--- config.mk ---
export PLATFORM = sky130hd
export DESIGN_NAME = nested_comment_masker
export DESIGN_NICKNAME = d
export VERILOG_FILES = /design/src/rtl/core/ncm_pkg.sv /design/src/rtl/core/ncm_queue.sv /design/src/rtl/core/ncm_front.sv /design/src/rtl/core/ncm_back.sv /design/src/rtl/core/nested_comment_masker.sv
export SDC_FILE = /design/constraint.sdc
export NUM_CORES = 1
export LEC_CHECK = 0
export ABC_AREA = 1
export BUFFER_PORTS_ARGS = -buffer_cell sky130_fd_sc_hd__buf_4
export CAP_MARGIN = 30
export CORE_ASPECT_RATIO = 0.9
export CORE_MARGIN = 2
export CORE_UTILIZATION = 40
export DETAILED_ROUTE_END_ITERATION = 8
export HOLD_SLACK_MARGIN = 0.08
export PLACE_DENSITY = 0.55
export SYNTH_ARGS = -nofsm -noshare
export SYNTH_HDL_FRONTEND = slang
export SYNTH_HIERARCHICAL = 1
export SYNTH_SLANG_ARGS = --single-unit
--- constraint.sdc ---
create_clock -name clk -period 17 [get_ports clk]
set_clock_uncertainty 0.05 [all_clocks]
set_input_delay 0.85 -clock clk [delete_from_list [all_inputs] [get_ports clk]]
set_output_delay 0.85 -clock clk [all_outputs]
set_load 0.02 [all_outputs]
--- src/rtl/core/ncm_pkg.sv ---
// ============================================================================
// ncm_pkg
// Shared types and constants for the nested comment masker.
// ============================================================================
package ncm_pkg;

  // Counter widths inside the scanner.
  localparam int NEST_BITS   = 16;
  localparam int LINE_BITS   = 20;
  localparam int COLUMN_BITS = 16;

  // Widths of the error position fields on the result channel.
  localparam int LINE_W = 20;
  localparam int COL_W  = 16;

  // Result tdata packing: masked byte, error line, error column.
  localparam int OUT_FIELDS_W = 8 + LINE_W + COL_W;
  localparam int OUT_TDATA_W  = ((OUT_FIELDS_W + 7) / 8) * 8;
  localparam int OUT_TUSER_W  = 2;

  // Run queue between the scanner and the output serializer.
  localparam int QUEUE_DEPTH = 4;
  localparam int QPTR_W      = $clog2(QUEUE_DEPTH);

  // Character codes.
  localparam logic [7:0] CH_SLASH  = 8'h2F;
  localparam logic [7:0] CH_STAR   = 8'h2A;
  localparam logic [7:0] CH_QUOTE  = 8'h22;
  localparam logic [7:0] CH_BSLASH = 8'h5C;
  localparam logic [7:0] CH_NL     = 8'h0A;
  localparam logic [7:0] CH_SPACE  = 8'h20;

  // One input transaction's results: one or two bytes plus end flags.
  typedef struct packed {
    logic              two_bytes;
    logic [7:0]        byte0;
    logic [7:0]        byte1;
    logic              fin;
    logic              err;
    logic [LINE_W-1:0] err_line;
    logic [COL_W-1:0]  err_col;
  } run_t;

  // Queue status seen by the serializer.
  typedef struct packed {
    logic empty;
    run_t head;
  } queue_stat_t;

endpackage

--- src/rtl/core/ncm_queue.sv ---
// ============================================================================
// ncm_queue
// Small register queue of result runs between the scanner and the serializer.
// ============================================================================
module ncm_queue
  import ncm_pkg::*;
(
  input  logic        clk,
  input  logic        rst_n,
  input  logic        push,
  input  run_t        push_run,
  output logic        full,
  input  logic        pop,
  output queue_stat_t stat
);

  run_t              mem_r [QUEUE_DEPTH];
  logic [QPTR_W-1:0] wr_ptr_r, wr_ptr_nxt;
  logic [QPTR_W-1:0] rd_ptr_r, rd_ptr_nxt;
  logic [QPTR_W:0]   count_r, count_nxt;

  assign full       = (count_r == (QPTR_W+1)'(QUEUE_DEPTH));
  assign stat.empty = (count_r == '0);
  assign stat.head  = mem_r[rd_ptr_r];

  // Pointer and fill count update.
  always_comb begin
    wr_ptr_nxt = wr_ptr_r + QPTR_W'(push);
    rd_ptr_nxt = rd_ptr_r + QPTR_W'(pop);
    count_nxt  = count_r + (QPTR_W+1)'(push) - (QPTR_W+1)'(pop);
  end

  always_ff @(posedge clk) begin
    if (!rst_n) begin
      wr_ptr_r <= '0;
      rd_ptr_r <= '0;
      count_r  <= '0;
    end else begin
      wr_ptr_r <= wr_ptr_nxt;
      rd_ptr_r <= rd_ptr_nxt;
      count_r  <= count_nxt;
    end
  end

  // Storage needs no reset.
  always_ff @(posedge clk) begin
    if (push) begin
      mem_r[wr_ptr_r] <= push_run;
    end
  end

endmodule

--- src/rtl/core/ncm_front.sv ---
// ============================================================================
// ncm_front
// Scanner: accepts source bytes, tracks the comment mode and position, and
// turns each input transaction into a run of zero, one or two result bytes.
// ============================================================================
module ncm_front
  import ncm_pkg::*;
(
  input  logic       clk,
  input  logic       rst_n,
  input  logic       in_valid,
  input  logic [7:0] in_byte,
  input  logic       in_final,
  input  logic       queue_full,
  output logic       in_ready,
  output logic       push,
  output run_t       push_run
);

  typedef enum logic [3:0] {
    MODE_CODE   = 4'b0001,
    MODE_STRING = 4'b0010,
    MODE_LINE   = 4'b0100,
    MODE_BLOCK  = 4'b1000
  } mode_t;

  typedef struct packed {
    mode_t                  mode;
    logic [NEST_BITS-1:0]   depth;
    logic [LINE_BITS-1:0]   line;
    logic [COLUMN_BITS-1:0] col;
    logic [LINE_BITS-1:0]   open_line;
    logic [COLUMN_BITS-1:0] open_col;
  } scan_st_t;

  typedef struct packed {
    scan_st_t   st;
    logic       two;
    logic [7:0] b0;
    logic [7:0] b1;
  } scan_res_t;

  localparam scan_st_t ST_RESET = '{
    mode:      MODE_CODE,
    depth:     '0,
    line:      LINE_BITS'(1),
    col:       COLUMN_BITS'(1),
    open_line: LINE_BITS'(1),
    open_col:  COLUMN_BITS'(1)
  };

  // Saturating column advance by one or two.
  function automatic logic [COLUMN_BITS-1:0] col_add(logic [COLUMN_BITS-1:0] col,
                                                      logic two);
    logic [COLUMN_BITS:0] s;
    s = {1'b0, col} + (two ? (COLUMN_BITS+1)'(2) : (COLUMN_BITS+1)'(1));
    if (s[COLUMN_BITS]) begin
      return '1;
    end
    return s[COLUMN_BITS-1:0];
  endfunction

  // Saturating line advance.
  function automatic logic [LINE_BITS-1:0] line_inc(logic [LINE_BITS-1:0] line);
    if (line == '1) begin
      return line;
    end
    return line + LINE_BITS'(1);
  endfunction

  // One scan step on byte c with an optional lookahead byte.
  function automatic scan_res_t scan_byte(scan_st_t st, logic [7:0] c,
                                          logic has_next, logic [7:0] nx);
    scan_res_t r;
    r.st  = st;
    r.two = 1'b0;
    r.b0  = c;
    r.b1  = nx;
    unique case (st.mode)
      MODE_CODE: begin
        if (c == CH_QUOTE) begin
          r.st.mode = MODE_STRING;
          r.st.col  = col_add(st.col, 1'b0);
        end else if (c == CH_SLASH && has_next && (nx == CH_SLASH || nx == CH_STAR)) begin
          r.two    = 1'b1;
          r.b0     = CH_SPACE;
          r.b1     = CH_SPACE;
          r.st.col = col_add(st.col, 1'b1);
          if (nx == CH_STAR) begin
            r.st.mode      = MODE_BLOCK;
            r.st.depth     = NEST_BITS'(1);
            r.st.open_line = st.line;
            r.st.open_col  = st.col;
          end else begin
            r.st.mode = MODE_LINE;
          end
        end else if (c == CH_NL) begin
          r.st.line = line_inc(st.line);
          r.st.col  = COLUMN_BITS'(1);
        end else begin
          r.st.col = col_add(st.col, 1'b0);
        end
      end
      MODE_STRING: begin
        if (c == CH_BSLASH && has_next) begin
          // Escaped byte passes through; with its backslash it counts as two columns.
          r.two    = 1'b1;
          r.st.col = col_add(st.col, 1'b1);
        end else begin
          if (c == CH_QUOTE) begin
            r.st.mode = MODE_CODE;
          end
          if (c == CH_NL) begin
            r.st.line = line_inc(st.line);
            r.st.col  = COLUMN_BITS'(1);
          end else begin
            r.st.col = col_add(st.col, 1'b0);
          end
        end
      end
      MODE_LINE: begin
        if (c == CH_NL) begin
          r.st.mode = MODE_CODE;
          r.st.line = line_inc(st.line);
          r.st.col  = COLUMN_BITS'(1);
        end else begin
          r.b0     = CH_SPACE;
          r.st.col = col_add(st.col, 1'b0);
        end
      end
      MODE_BLOCK: begin
        if (c == CH_SLASH && has_next && nx == CH_STAR) begin
          r.two = 1'b1;
          r.b0  = CH_SPACE;
          r.b1  = CH_SPACE;
          r.st.col = col_add(st.col, 1'b1);
          if (st.depth != '1) begin
            r.st.depth = st.depth + NEST_BITS'(1);
          end
        end else if (c == CH_STAR && has_next && nx == CH_SLASH) begin
          r.two = 1'b1;
          r.b0  = CH_SPACE;
          r.b1  = CH_SPACE;
          r.st.col = col_add(st.col, 1'b1);
          if (st.depth != '0) begin
            r.st.depth = st.depth - NEST_BITS'(1);
          end
          if (r.st.depth == '0) begin
            r.st.mode = MODE_CODE;
          end
        end else if (c == CH_NL) begin
          r.st.line = line_inc(st.line);
          r.st.col  = COLUMN_BITS'(1);
        end else begin
          r.b0     = CH_SPACE;
          r.st.col = col_add(st.col, 1'b0);
        end
      end
      default: begin
        r.st.mode = MODE_CODE;
      end
    endcase
    return r;
  endfunction

  // Saturate the error position to the result field widths.
  function automatic logic [LINE_W-1:0] sat_line(logic [LINE_BITS-1:0] v);
    logic [32:0] ext;
    ext = 33'(v);
    if (ext > 33'({LINE_W{1'b1}})) begin
      return '1;
    end
    return LINE_W'(ext);
  endfunction

  function automatic logic [COL_W-1:0] sat_col(logic [COLUMN_BITS-1:0] v);
    logic [32:0] ext;
    ext = 33'(v);
    if (ext > 33'({COL_W{1'b1}})) begin
      return '1;
    end
    return COL_W'(ext);
  endfunction

  scan_st_t   st_r, st_nxt;
  logic [7:0] held_byte_r, held_byte_nxt;
  logic       held_valid_r, held_valid_nxt;

  scan_res_t  p1, p2;
  scan_st_t   st_a, st_f;
  logic       pend_valid;
  logic [1:0] cnt;
  logic       accept;
  logic       err;

  assign in_ready = !queue_full;
  assign accept   = in_valid && !queue_full;

  // Two chained scan steps: the held byte with lookahead, then on the last
  // byte the still pending byte with no lookahead.
  always_comb begin
    p1         = scan_byte(st_r, held_byte_r, 1'b1, in_byte);
    st_a       = st_r;
    pend_valid = 1'b1;
    cnt        = 2'd0;
    push_run   = '0;
    if (held_valid_r) begin
      st_a           = p1.st;
      push_run.byte0 = p1.b0;
      push_run.byte1 = p1.b1;
      cnt            = p1.two ? 2'd2 : 2'd1;
      pend_valid     = !p1.two;
    end
    p2   = scan_byte(st_a, in_byte, 1'b0, 8'h00);
    st_f = st_a;
    if (in_final && pend_valid) begin
      st_f = p2.st;
      if (cnt == 2'd0) begin
        push_run.byte0 = p2.b0;
      end else begin
        push_run.byte1 = p2.b0;
      end
      cnt = cnt + 2'd1;
    end
    err                = in_final && (st_f.mode == MODE_BLOCK);
    push_run.two_bytes = (cnt == 2'd2);
    push_run.fin       = in_final;
    push_run.err       = err;
    push_run.err_line  = err ? sat_line(st_f.open_line) : '0;
    push_run.err_col   = err ? sat_col(st_f.open_col) : '0;
    push               = accept && (cnt != 2'd0);
  end

  // Next scanner state; the last byte returns the scanner state to reset values and drops the held byte.
  always_comb begin
    st_nxt         = st_r;
    held_byte_nxt  = held_byte_r;
    held_valid_nxt = held_valid_r;
    if (accept) begin
      if (in_final) begin
        st_nxt         = ST_RESET;
        held_valid_nxt = 1'b0;
      end else begin
        st_nxt         = st_f;
        held_byte_nxt  = in_byte;
        held_valid_nxt = pend_valid;
      end
    end
  end

  always_ff @(posedge clk) begin
    if (!rst_n) begin
      st_r         <= ST_RESET;
      held_valid_r <= 1'b0;
    end else begin
      st_r         <= st_nxt;
      held_valid_r <= held_valid_nxt;
    end
  end

  always_ff @(posedge clk) begin
    held_byte_r <= held_byte_nxt;
  end

endmodule

--- src/rtl/core/ncm_back.sv ---
// ============================================================================
// ncm_back
// Serializer: pops runs from the queue and drives one result byte per
// transaction from an output register.
// ============================================================================
module ncm_back
  import ncm_pkg::*;
(
  input  logic              clk,
  input  logic              rst_n,
  input  queue_stat_t       stat,
  output logic              pop,
  output logic              out_valid,
  input  logic              out_ready,
  output logic [7:0]        out_byte,
  output logic              out_last,
  output logic              out_done,
  output logic              out_err,
  output logic [LINE_W-1:0] out_line,
  output logic [COL_W-1:0]  out_col
);

  logic              valid_r, valid_nxt;
  logic [7:0]        byte_r, byte_nxt;
  logic              last_r, last_nxt;
  logic              done_r, done_nxt;
  logic              err_r, err_nxt;
  logic [LINE_W-1:0] line_r, line_nxt;
  logic [COL_W-1:0]  col_r, col_nxt;
  logic              sec_pend_r, sec_pend_nxt;
  run_t              sec_run_r, sec_run_nxt;
  logic              load;

  assign load = !valid_r || out_ready;

  // Pick the next result: a pending second byte first, else the queue head.
  always_comb begin
    valid_nxt    = valid_r;
    byte_nxt     = byte_r;
    last_nxt     = last_r;
    done_nxt     = done_r;
    err_nxt      = err_r;
    line_nxt     = line_r;
    col_nxt      = col_r;
    sec_pend_nxt = sec_pend_r;
    sec_run_nxt  = sec_run_r;
    pop          = 1'b0;
    if (load) begin
      if (sec_pend_r) begin
        valid_nxt    = 1'b1;
        byte_nxt     = sec_run_r.byte1;
        last_nxt     = 1'b1;
        done_nxt     = sec_run_r.fin;
        err_nxt      = sec_run_r.err;
        line_nxt     = sec_run_r.err_line;
        col_nxt      = sec_run_r.err_col;
        sec_pend_nxt = 1'b0;
      end else if (!stat.empty) begin
        pop          = 1'b1;
        valid_nxt    = 1'b1;
        byte_nxt     = stat.head.byte0;
        last_nxt     = !stat.head.two_bytes;
        done_nxt     = stat.head.fin && !stat.head.two_bytes;
        err_nxt      = stat.head.err && !stat.head.two_bytes;
        line_nxt     = stat.head.two_bytes ? '0 : stat.head.err_line;
        col_nxt      = stat.head.two_bytes ? '0 : stat.head.err_col;
        sec_pend_nxt = stat.head.two_bytes;
        sec_run_nxt  = stat.head;
      end else begin
        valid_nxt = 1'b0;
      end
    end
  end

  always_ff @(posedge clk) begin
    if (!rst_n) begin
      valid_r    <= 1'b0;
      sec_pend_r <= 1'b0;
    end else begin
      valid_r    <= valid_nxt;
      sec_pend_r <= sec_pend_nxt;
    end
  end

  always_ff @(posedge clk) begin
    byte_r    <= byte_nxt;
    last_r    <= last_nxt;
    done_r    <= done_nxt;
    err_r     <= err_nxt;
    line_r    <= line_nxt;
    col_r     <= col_nxt;
    sec_run_r <= sec_run_nxt;
  end

  assign out_valid = valid_r;
  assign out_byte  = byte_r;
  assign out_last  = last_r;
  assign out_done  = done_r;
  assign out_err   = err_r;
  assign out_line  = line_r;
  assign out_col   = col_r;

endmodule

--- src/rtl/core/nested_comment_masker.sv ---
// ============================================================================
// nested_comment_masker
// Masks comment text in a byte stream, with nested block comments.
// ============================================================================
// Input channel in_*: one source byte per transaction in in_tdata; in_tlast
// marks the last byte of the source. Result channel out_*: one output byte
// per transaction, comment bytes replaced by a space and newlines kept.
// out_tlast marks the last result caused by one input byte, out_tuser[0]
// the last result of the source and out_tuser[1] a source that ended inside
// a block comment; the opening line and column of that comment then stand
// in out_tdata, otherwise those fields are zero.
// An input byte gives zero, one or two results, since two-character markers
// are resolved with one byte of lookahead; the last byte flushes the pending
// one. Every source byte yields exactly one result byte, so the scanner and
// the serializer both sustain one byte per cycle back to back while out_tready
// stays high; the run queue absorbs the transactions that give two results.
// The first result of an input transaction is written into the four-entry run
// queue at the accepting edge and reaches the result channel from the output
// register.
// Reset (rst_n low, synchronous) clears the queue, the output valid flag and
// the scanner state. When the receiver stalls, the output holds its result,
// the queue fills and in_tready drops once it is full.
// ============================================================================
module nested_comment_masker
  import ncm_pkg::*;
(
  input  logic                   clk,
  input  logic                   rst_n,
  input  logic                   in_tvalid,
  output logic                   in_tready,
  input  logic [7:0]             in_tdata,   // [7:0] text_byte
  input  logic                   in_tlast,
  output logic                   out_tvalid,
  input  logic                   out_tready,
  output logic [OUT_TDATA_W-1:0] out_tdata,  // [7:0] masked_byte, [27:8] error_line,
                                             // [43:28] error_column, rest zero
  output logic                   out_tlast,
  output logic [OUT_TUSER_W-1:0] out_tuser   // [0] stream_done, [1] open_comment_error
);

  logic              queue_full;
  logic              push;
  run_t              push_run;
  logic              pop;
  queue_stat_t       stat;
  logic [7:0]        res_byte;
  logic              res_done;
  logic              res_err;
  logic [LINE_W-1:0] res_line;
  logic [COL_W-1:0]  res_col;

  // Scanner.
  ncm_front u_front (
    .clk        (clk),
    .rst_n      (rst_n),
    .in_valid   (in_tvalid),
    .in_byte    (in_tdata),
    .in_final   (in_tlast),
    .queue_full (queue_full),
    .in_ready   (in_tready),
    .push       (push),
    .push_run   (push_run)
  );

  // Run queue.
  ncm_queue u_queue (
    .clk      (clk),
    .rst_n    (rst_n),
    .push     (push),
    .push_run (push_run),
    .full     (queue_full),
    .pop      (pop),
    .stat     (stat)
  );

  // Output serializer.
  ncm_back u_back (
    .clk       (clk),
    .rst_n     (rst_n),
    .stat      (stat),
    .pop       (pop),
    .out_valid (out_tvalid),
    .out_ready (out_tready),
    .out_byte  (res_byte),
    .out_last  (out_tlast),
    .out_done  (res_done),
    .out_err   (res_err),
    .out_line  (res_line),
    .out_col   (res_col)
  );

  // Pack the result fields.
  assign out_tdata = OUT_TDATA_W'({res_col, res_line, res_byte});
  assign out_tuser = {res_err, res_done};

endmodule

==> results of run 1 <==
## cell families after synthesis
logic type / synth area share
flops: 0.546
simple gates: 0.211
compound gates: 0.142
mux: 0.000468
buf+inv: 0.0862
other cells: 0.000175
xor+xnor: 0.00696
fa+ha+maj: 0.00737
## layer usage
metal / vias up / global-route usage / share of wire
li1: 8235 / - / -
met1: 7672 / 0.297 / 0.49
met2: 397 / 0.294 / 0.43
met3: 67 / 0.0302 / 0.056
met4: 0 / 0.0541 / 0.019
met5: - / 0 / 0
## power by group through the flow
stage               registers, mW  clock network, mW  logic, mW
floorplan                    1.51                  0      0.511
global placement             1.47                  0      0.782
detailed placement           1.47                  0      0.804
CTS                          1.45               1.05      0.805
global route                 1.47               1.09      0.900
finish                       1.45               1.02      0.797
## worst max path at each step
stage	slack (ns)	endpoint	cells past startpoint
floorplan	11.34	u_queue/count_r[1]	8
finish	12.89	u_queue/mem_r[3][3]	13
global placement	12.67	u_front/st_r[64]	28
detailed placement	12.56	u_queue/mem_r[2][46]	15
CTS	12.94	u_queue/mem_r[3][14]	13
global route	12.57	u_front/st_r[53]	26
## metrics by stage
| stage | worst slack, ns | utilization | power, mW |
|---|---|---|---|
| 2_1_floorplan | 11.34 | - | 2.02 |
| 3_3_place_gp | 12.67 | 0.421 | 2.25 |
| 3_5_place_dp | 12.56 | 0.422 | 2.28 |
| 4_1_cts | 12.94 | 0.452 | 3.31 |
| 5_1_grt | 12.57 | 0.453 | 3.46 |
| 6_report | 12.89 | 0.453 | 3.27 |
## registers in the layout (all words and copies together) (netlist names)
name,flops
u_back/out_byte,8
u_back/out_col,16
u_back/out_done,1
u_back/out_err,1
u_back/out_last,1
u_back/out_line,20
u_back/out_valid,1
u_back/sec_pend_r,1
u_back/sec_run_r,46
u_front/held_byte_r,8
u_front/held_valid_r,1
u_front/st_r,92
u_queue/count_r,3
u_queue/mem_r,220
u_queue/rd_ptr_r,2
u_queue/wr_ptr_r,2
## layout make-up
class,instances,area (µm²)
Multi-Input combinational cell,1590,7930
Inverter,328,1230
Clock buffer,54,1180
Tap cell,697,872
Clock inverter,32,368
Fill cell,5063,29000
Timing Repair Buffer,83,692
Sequential cell,423,11700
## cell usage in the layout, fill, tap and decap left out, types with 4 or more instances in the layout
cell and n:
nand3_1 105, dfxtp_1 99, nand2_2 8, edfxtp_1 321, o211ai_1 63, nand2_1 619
clkbuf_1 8, nand3b_1 5, nor3_2 5, clkinv_1 13, buf_4 78, o32ai_1 4
a21oi_1 171, a22oi_1 11, o21ai_1 57, nor3_1 22, bufinv_16 7, nor2_2 17
o21ai_2 23, o31ai_1 8, xor2_1 17, o21ai_0 142, nor2_4 13, or2_2 29
nor2_1 169, inv_1 304, nand4_1 20, nand2_4 5, ha_1 11, clkbuf_16 46
inv_2 21, conb_1 4, o22ai_1 15, nand3_2 8, clkinv_2 11
## critical path, cell delays in order, from the launching register on
cell	delay, ns
dfxtp_1	0.31
buf_4	0.26
clkinv_1	0.43
a21oi_4	0.63
o21ai_1	0.16
a221oi_2	0.24
nand2_1	0.18
nand2_2	0.11
nand2_2	0.08
inv_2	0.09
nand2_1	0.07
nor2_1	0.41
inv_2	0.46
nor2_1	0.36
==> impl_metrics.py, run 1 <==
metrics = {
    "power_and_ir_drop": {
        "p_clk_frac": 0.313,
        "pwr-share-seq": 0.443,
        "leakagePower_nw": 9.04,
        "comb_power_share": 0.244,
        "ir_worst_vdd_mv": 0.106,
        "p_int_mw": 2.22,
        "swShare": 0.320,
        "switchingPower_mw": 1.05,
        "p_per_area_nw_per_um2": 136,
    },
    "cells_and_area": {
        "final_cell_area_um2": 24000,
        "layout-drive-gt1-share": 0.118,
        "syn_to_final_growth_pct": 12.0,
        "fin_nets": 2497,
        "instances_no_fill": 3207,
        "antenna_cells": 0,
    },
    "sta": {
        "max-slew-margin-rel": 0.321,
        "worstMarginPinSlew_ns": 1.02,
        "finalSetupViolCount": 0,
        "period_needed_ns": 4.11,
        "maxSlewViolCount": 0,
        "fin_tns_setup_ns": 0,
        "fin_crit_sh": 0.241,
        "hold_violations": 0,
        "fin_hold_ws_ns": 0.412,
        "rsz0062_at_grt": "false",
        "fmax_ghz": 0.244,
    },
    "clocking": {
        "cts-hold-fix-buffers": 0,
        "cts_root_buffer": "clkbuf_16",
        "clock_sinks": 423,
        "cts_tree": "done",
        "cts.htree.levels": 2,
        "post_cts_buffers": 0,
        "clkTransAtPathRegs_ns": 0.06,
        "insertion_delay_ns": 0.59,
        "cts_made_buffers": 46,
        "clk_path_buf_depth": 3,
        "cts_resized": 0,
    },
    "synthesis": {
        "synth.cell_area_um2": 21400,
        "yosysSeqAreaShare": 0.546,
        "ys_types": 60,
        "synth_top_cells_by_area": "edfxtp_1 45%, nand2_1 11%, dfxtp_1 9.5%",
        "synth_top_area_share": 0.450,
        "synth_most_common_cell": "nand2_1",
        "synth_edf_count": 321,
        "postSynthAreaPerCell_um2": 8.71,
        "ys_warn_count": 6,
        "netlist_top_cells_count": "620 x nand2_1, 321 x edfxtp_1, 305 x inv_1",
        "synthFlopType": "edfxtp_1",
        "synthCells": 2456,
        "synth_async_sr_flop_share": 0,
        "yosys.area.top_type": "edfxtp_1",
        "synth_seq_cells": 423,
    },
    "critical_path": {
        "cp_data_required_time_ns": 17.32,
        "startpoint_type": "flop",
        "r2r_slack_ns": 12.89,
        "cp_max_fo": 36,
        "ff2ff_path_depth": 13,
        "path_class": "reg2reg",
        "critPathCaptureType": "flop",
        "r2r-end": "u_queue/mem_r[3][3]",
        "worst_ep_arrival_time_ns": 4.42,
        "critical_path.startpoint": "u_front/held_valid_r",
        "r2r-start": "u_front/held_valid_r",
    },
    "drt": {
        "routed-via-count": 16400,
        "wl_um": 54400,
        "dr.pass1.iters": 5,
        "drtIter0Drc": 1253,
        "avgRoutedWirePerCell_um": 17.0,
        "drcViolationCount": 0,
        "ant_nets": 0,
        "drt-vias-per-instance": 5.10,
    },
    "grt": {
        "first_global_vias": 15300,
        "grtUsageTotal": 0.198,
        "grt_overflow": 0,
        "grt_pass1_wl_um": 86000,
        "grt_max_degree": 117,
        "antenna_found_initial": 0,
    },
    "die": {
        "core_um2": 53000,
        "pin_count": 66,
        "num_rows": 80,
        "die_w_um": 248,
        "dieHeight_um": 223,
        "dieArea_um2": 55400,
        "initial_core_util": 0.404,
    },
    "placement": {
        "hpwl_um": 35600,
        "post_dp_cell_area_um2": 22400,
        "gp_congestion": 0.921,
        "numPortBuffers": 61,
        "place_inst": 3119,
    },
    "job": {
        "maxCapViolCount": 0,
    },
    "worst_hold_path": {
        "min_from": "in_tdata[6]",
        "hold_class": "in2reg",
        "min_path_cells": 1,
        "hold_end": "u_front/held_byte_r[6]",
    },
    "outcome": {
        "outcome": "completed",
    },
}
Note: power is estimated with default switching activity, not from simulation.
==> run 2, diff against run 1 <==
--- a/config.mk
+++ b/config.mk
@@ -13,7 +13,7 @@
 export CORE_UTILIZATION = 40
 export DETAILED_ROUTE_END_ITERATION = 8
 export HOLD_SLACK_MARGIN = 0.08
-export PLACE_DENSITY = 0.55
+export PLACE_DENSITY = 0.57
 export SYNTH_ARGS = -nofsm -noshare
 export SYNTH_HDL_FRONTEND = slang
 export SYNTH_HIERARCHICAL = 1
==> constraint.sdc (replaced) <==
create_clock -name clk -period 3.42 [get_ports clk]
set_clock_uncertainty 0.05 [all_clocks]
set_input_delay 0.171 -clock clk [delete_from_list [all_inputs] [get_ports clk]]
set_output_delay 0.171 -clock clk [all_outputs]
set_load 0.02 [all_outputs]
==> run 2 against run 1 <==
Net effect: wire length up 0.85%; non-clock buffer count is 91 higher; register-to-register slack lost 13 ns; clock power rose to 4.8 times the previous value; cell area rose by 3.7%; worst setup slack worse by 13 ns; die area did not move; first-iteration DRC count rose by 9.5%; final cell count is 2.8% higher; combinational power increased to 5.1 times the previous value; global-route usage up 0.11 points; critical endpoint is now u_queue/mem_r[0][51].
==> impl_metrics.py, run 2 (synthesis results as in run 1) <==
metrics = {
    "die": {
        "die_w_um": 248,
        "pin_count": 66,
        "initial_core_util": 0.404,
        "dieHeight_um": 223,
        "core_um2": 53000,
        "dieArea_um2": 55400,
        "num_rows": 80,
    },
    "cells_and_area": {
        "fin_nets": 2588,
        "final_common_cell": "nand2_1",
        "largest-register": "u_queue/mem_r",
        "largest_reg_flops": 220,
        "layout-drive-gt1-share": 0.155,
        "largestRegisters": "u_queue/mem_r x220, u_front/st_r x92, u_back/sec_run_r x46",
        "antenna_cells": 0,
        "fin_util": 0.469,
        "syn_to_final_growth_pct": 16.1,
        "instances_no_fill": 3297,
        "layout_common_cells": "613 x nand2_1, 321 x edfxtp_1, 303 x inv_1",
    },
    "critical_path": {
        "r2r-start": "u_front/held_byte_r[7]",
        "r2r_slack_ns": 0.22,
        "worst-path-buf-inv": 4,
        "cp_data_required_time_ns": 3.67,
        "cp_max_fo": 9,
        "cp_top_family": "simple AND/OR/NAND/NOR gates",
        "startpoint_type": "flop",
        "path_class": "reg2reg",
        "critPathCaptureType": "flop",
        "crit_chain": "nor2_2 -> nand3_2 -> nor2_4 -> nand2_2 -> buf_4 -> inv_2 -> nand2_1 -> a21oi_2 -> nand2_1 -> nand2_1 -> nand2_1 -> buf_4 -> a21oi_4 -> buf_4 -> o21ai_0 -> nand3_1 -> nand2_1",
        "cpMostUsedCell": "nand2_1",
        "cpPeakStageDelay_ns": 0.42,
        "slowest_stage": "edfxtp_1",
        "worst_ep_arrival_time_ns": 3.45,
        "r2r-end": "u_queue/mem_r[0][51]",
        "critical_path.startpoint": "u_front/held_byte_r[7]",
        "ff2ff_path_depth": 17,
    },
    "sta": {
        "fin_tns_setup_ns": 0,
        "fin_crit_sh": 0.936,
        "hold_violations": 0,
        "fmax_ghz": 0.312,
        "worstMarginPinSlew_ns": 0.736,
        "maxSlewViolCount": 0,
        "finalSetupViolCount": 0,
        "max-slew-margin-rel": 0.505,
        "period_needed_ns": 3.20,
        "rsz0062_at_grt": "false",
    },
    "power_and_ir_drop": {
        "leakagePower_nw": 9.50,
        "p_per_area_nw_per_um2": 649,
        "finalPower_mw": 16.1,
        "ir_worst_vdd_mv": 0.522,
    },
    "clocking": {
        "cts_made_buffers": 46,
        "clock_sinks": 423,
        "cts_root_buffer": "clkbuf_16",
        "clk_path_buf_depth": 3,
        "clkTransAtPathRegs_ns": 0.06,
        "cts.htree.levels": 2,
        "cts_tree": "done",
        "insertion_delay_ns": 0.60,
    },
    "grt": {
        "grt.met1_usage": 0.297,
        "antenna_found_initial": 0,
        "grt_max_degree": 165,
        "first_global_vias": 15800,
        "use_met2": 0.301,
        "grt_overflow": 0,
        "top_usage_layer": "met2",
        "use_met3": 0.0281,
        "grtUsageTotal": 0.199,
        "grt_pass1_wl_um": 87100,
    },
    "outcome": {
        "outcome": "completed",
    },
    "drt": {
        "ant_nets": 0,
        "drtIter0Drc": 1372,
        "dr.pass1.iters": 6,
        "drcViolationCount": 0,
        "routed-via-count": 16900,
        "drt-vias-per-instance": 5.11,
        "wl_um": 54900,
        "avgRoutedWirePerCell_um": 16.6,
    },
    "job": {
        "maxCapViolCount": 0,
    },
    "worst_hold_path": {
        "min_from": "in_tvalid",
        "hold_class": "in2reg",
        "min_path_cells": 5,
        "hold_end": "u_front/held_valid_r",
    },
    "placement": {
        "hpwl_um": 36200,
        "numPortBuffers": 61,
        "place_inst": 3192,
        "gp_congestion": 0.974,
    },
}
run 2: how the worst max path moves through the flow:
stage | slack (ns) | cells after the start | endpoint
after floorplan | -0.45 | 8 | u_queue/mem_r[0][0]
after global placement | 0.15 | 26 | u_front/st_r[66]
after detailed placement | 0.06 | 27 | u_front/st_r[66]
after CTS | 0.02 | 25 | u_front/st_r[64]
after global routing | 0.01 | 22 | u_front/st_r[63]
final | 0.22 | 17 | u_queue/mem_r[0][51]
run 2: metrics by stage:
| step | area, µm² | hold WS [ns] | setup slack [ns] |
|---|---|---|---|
| floorplan | 21400 | 0.190 | -0.449 |
| global placement | 23000 | 0.324 | 0.149 |
| detailed placement | 23000 | 0.327 | 0.0634 |
| CTS | 24600 | 0.149 | 0.0177 |
| global route | 24800 | 0.192 | 0.0143 |
| finish | 24800 | 0.165 | 0.219 |
run 2: tightest hold or removal path: stages:
cell	delay, ns
buf_4	0.08
nand2_2	0.09
buf_4	0.26
nand2_1	0.10
a21oi_1	0.06
run 2: area by class of cell:
type	count	area, µm²
inverters	328	1230
clock buffers	61	1230
clock inverters	24	254
repair buffers	174	1480
multi-input cells	1590	8080
well taps	697	872
flip-flops and latches	423	11700
fillers	5010	28100
run 2: report_power, final:
| group | internal, mW | leakage, nW | switching (mW) |
|---|---|---|---|
| combinational | 1.31 | 4.94 | 2.77 |
| sequential | 6.77 | 3.84 | 0.395 |
| clock | 2.79 | 0.724 | 2.10 |
| total | 10.9 | 9.50 | 5.27 |
run 2: repair_timing:
item | CTS | global route
endpoints found under the hold margin | 43 | 0
setup endpoints to repair | 1 | 230
cloned | 0 | 1
setup buffers | 1 | 6
hold buffers | 12 | 0
pin swaps | 0 | 11
resized for setup | 0 | 39
run 2: layer usage:
layer / vias to the layer above / part of all wire
met5: - / 0
li1: 8433 / -
met3: 69 / 0.052
met2: 445 / 0.44
met4: 0 / 0.019
met1: 7917 / 0.49
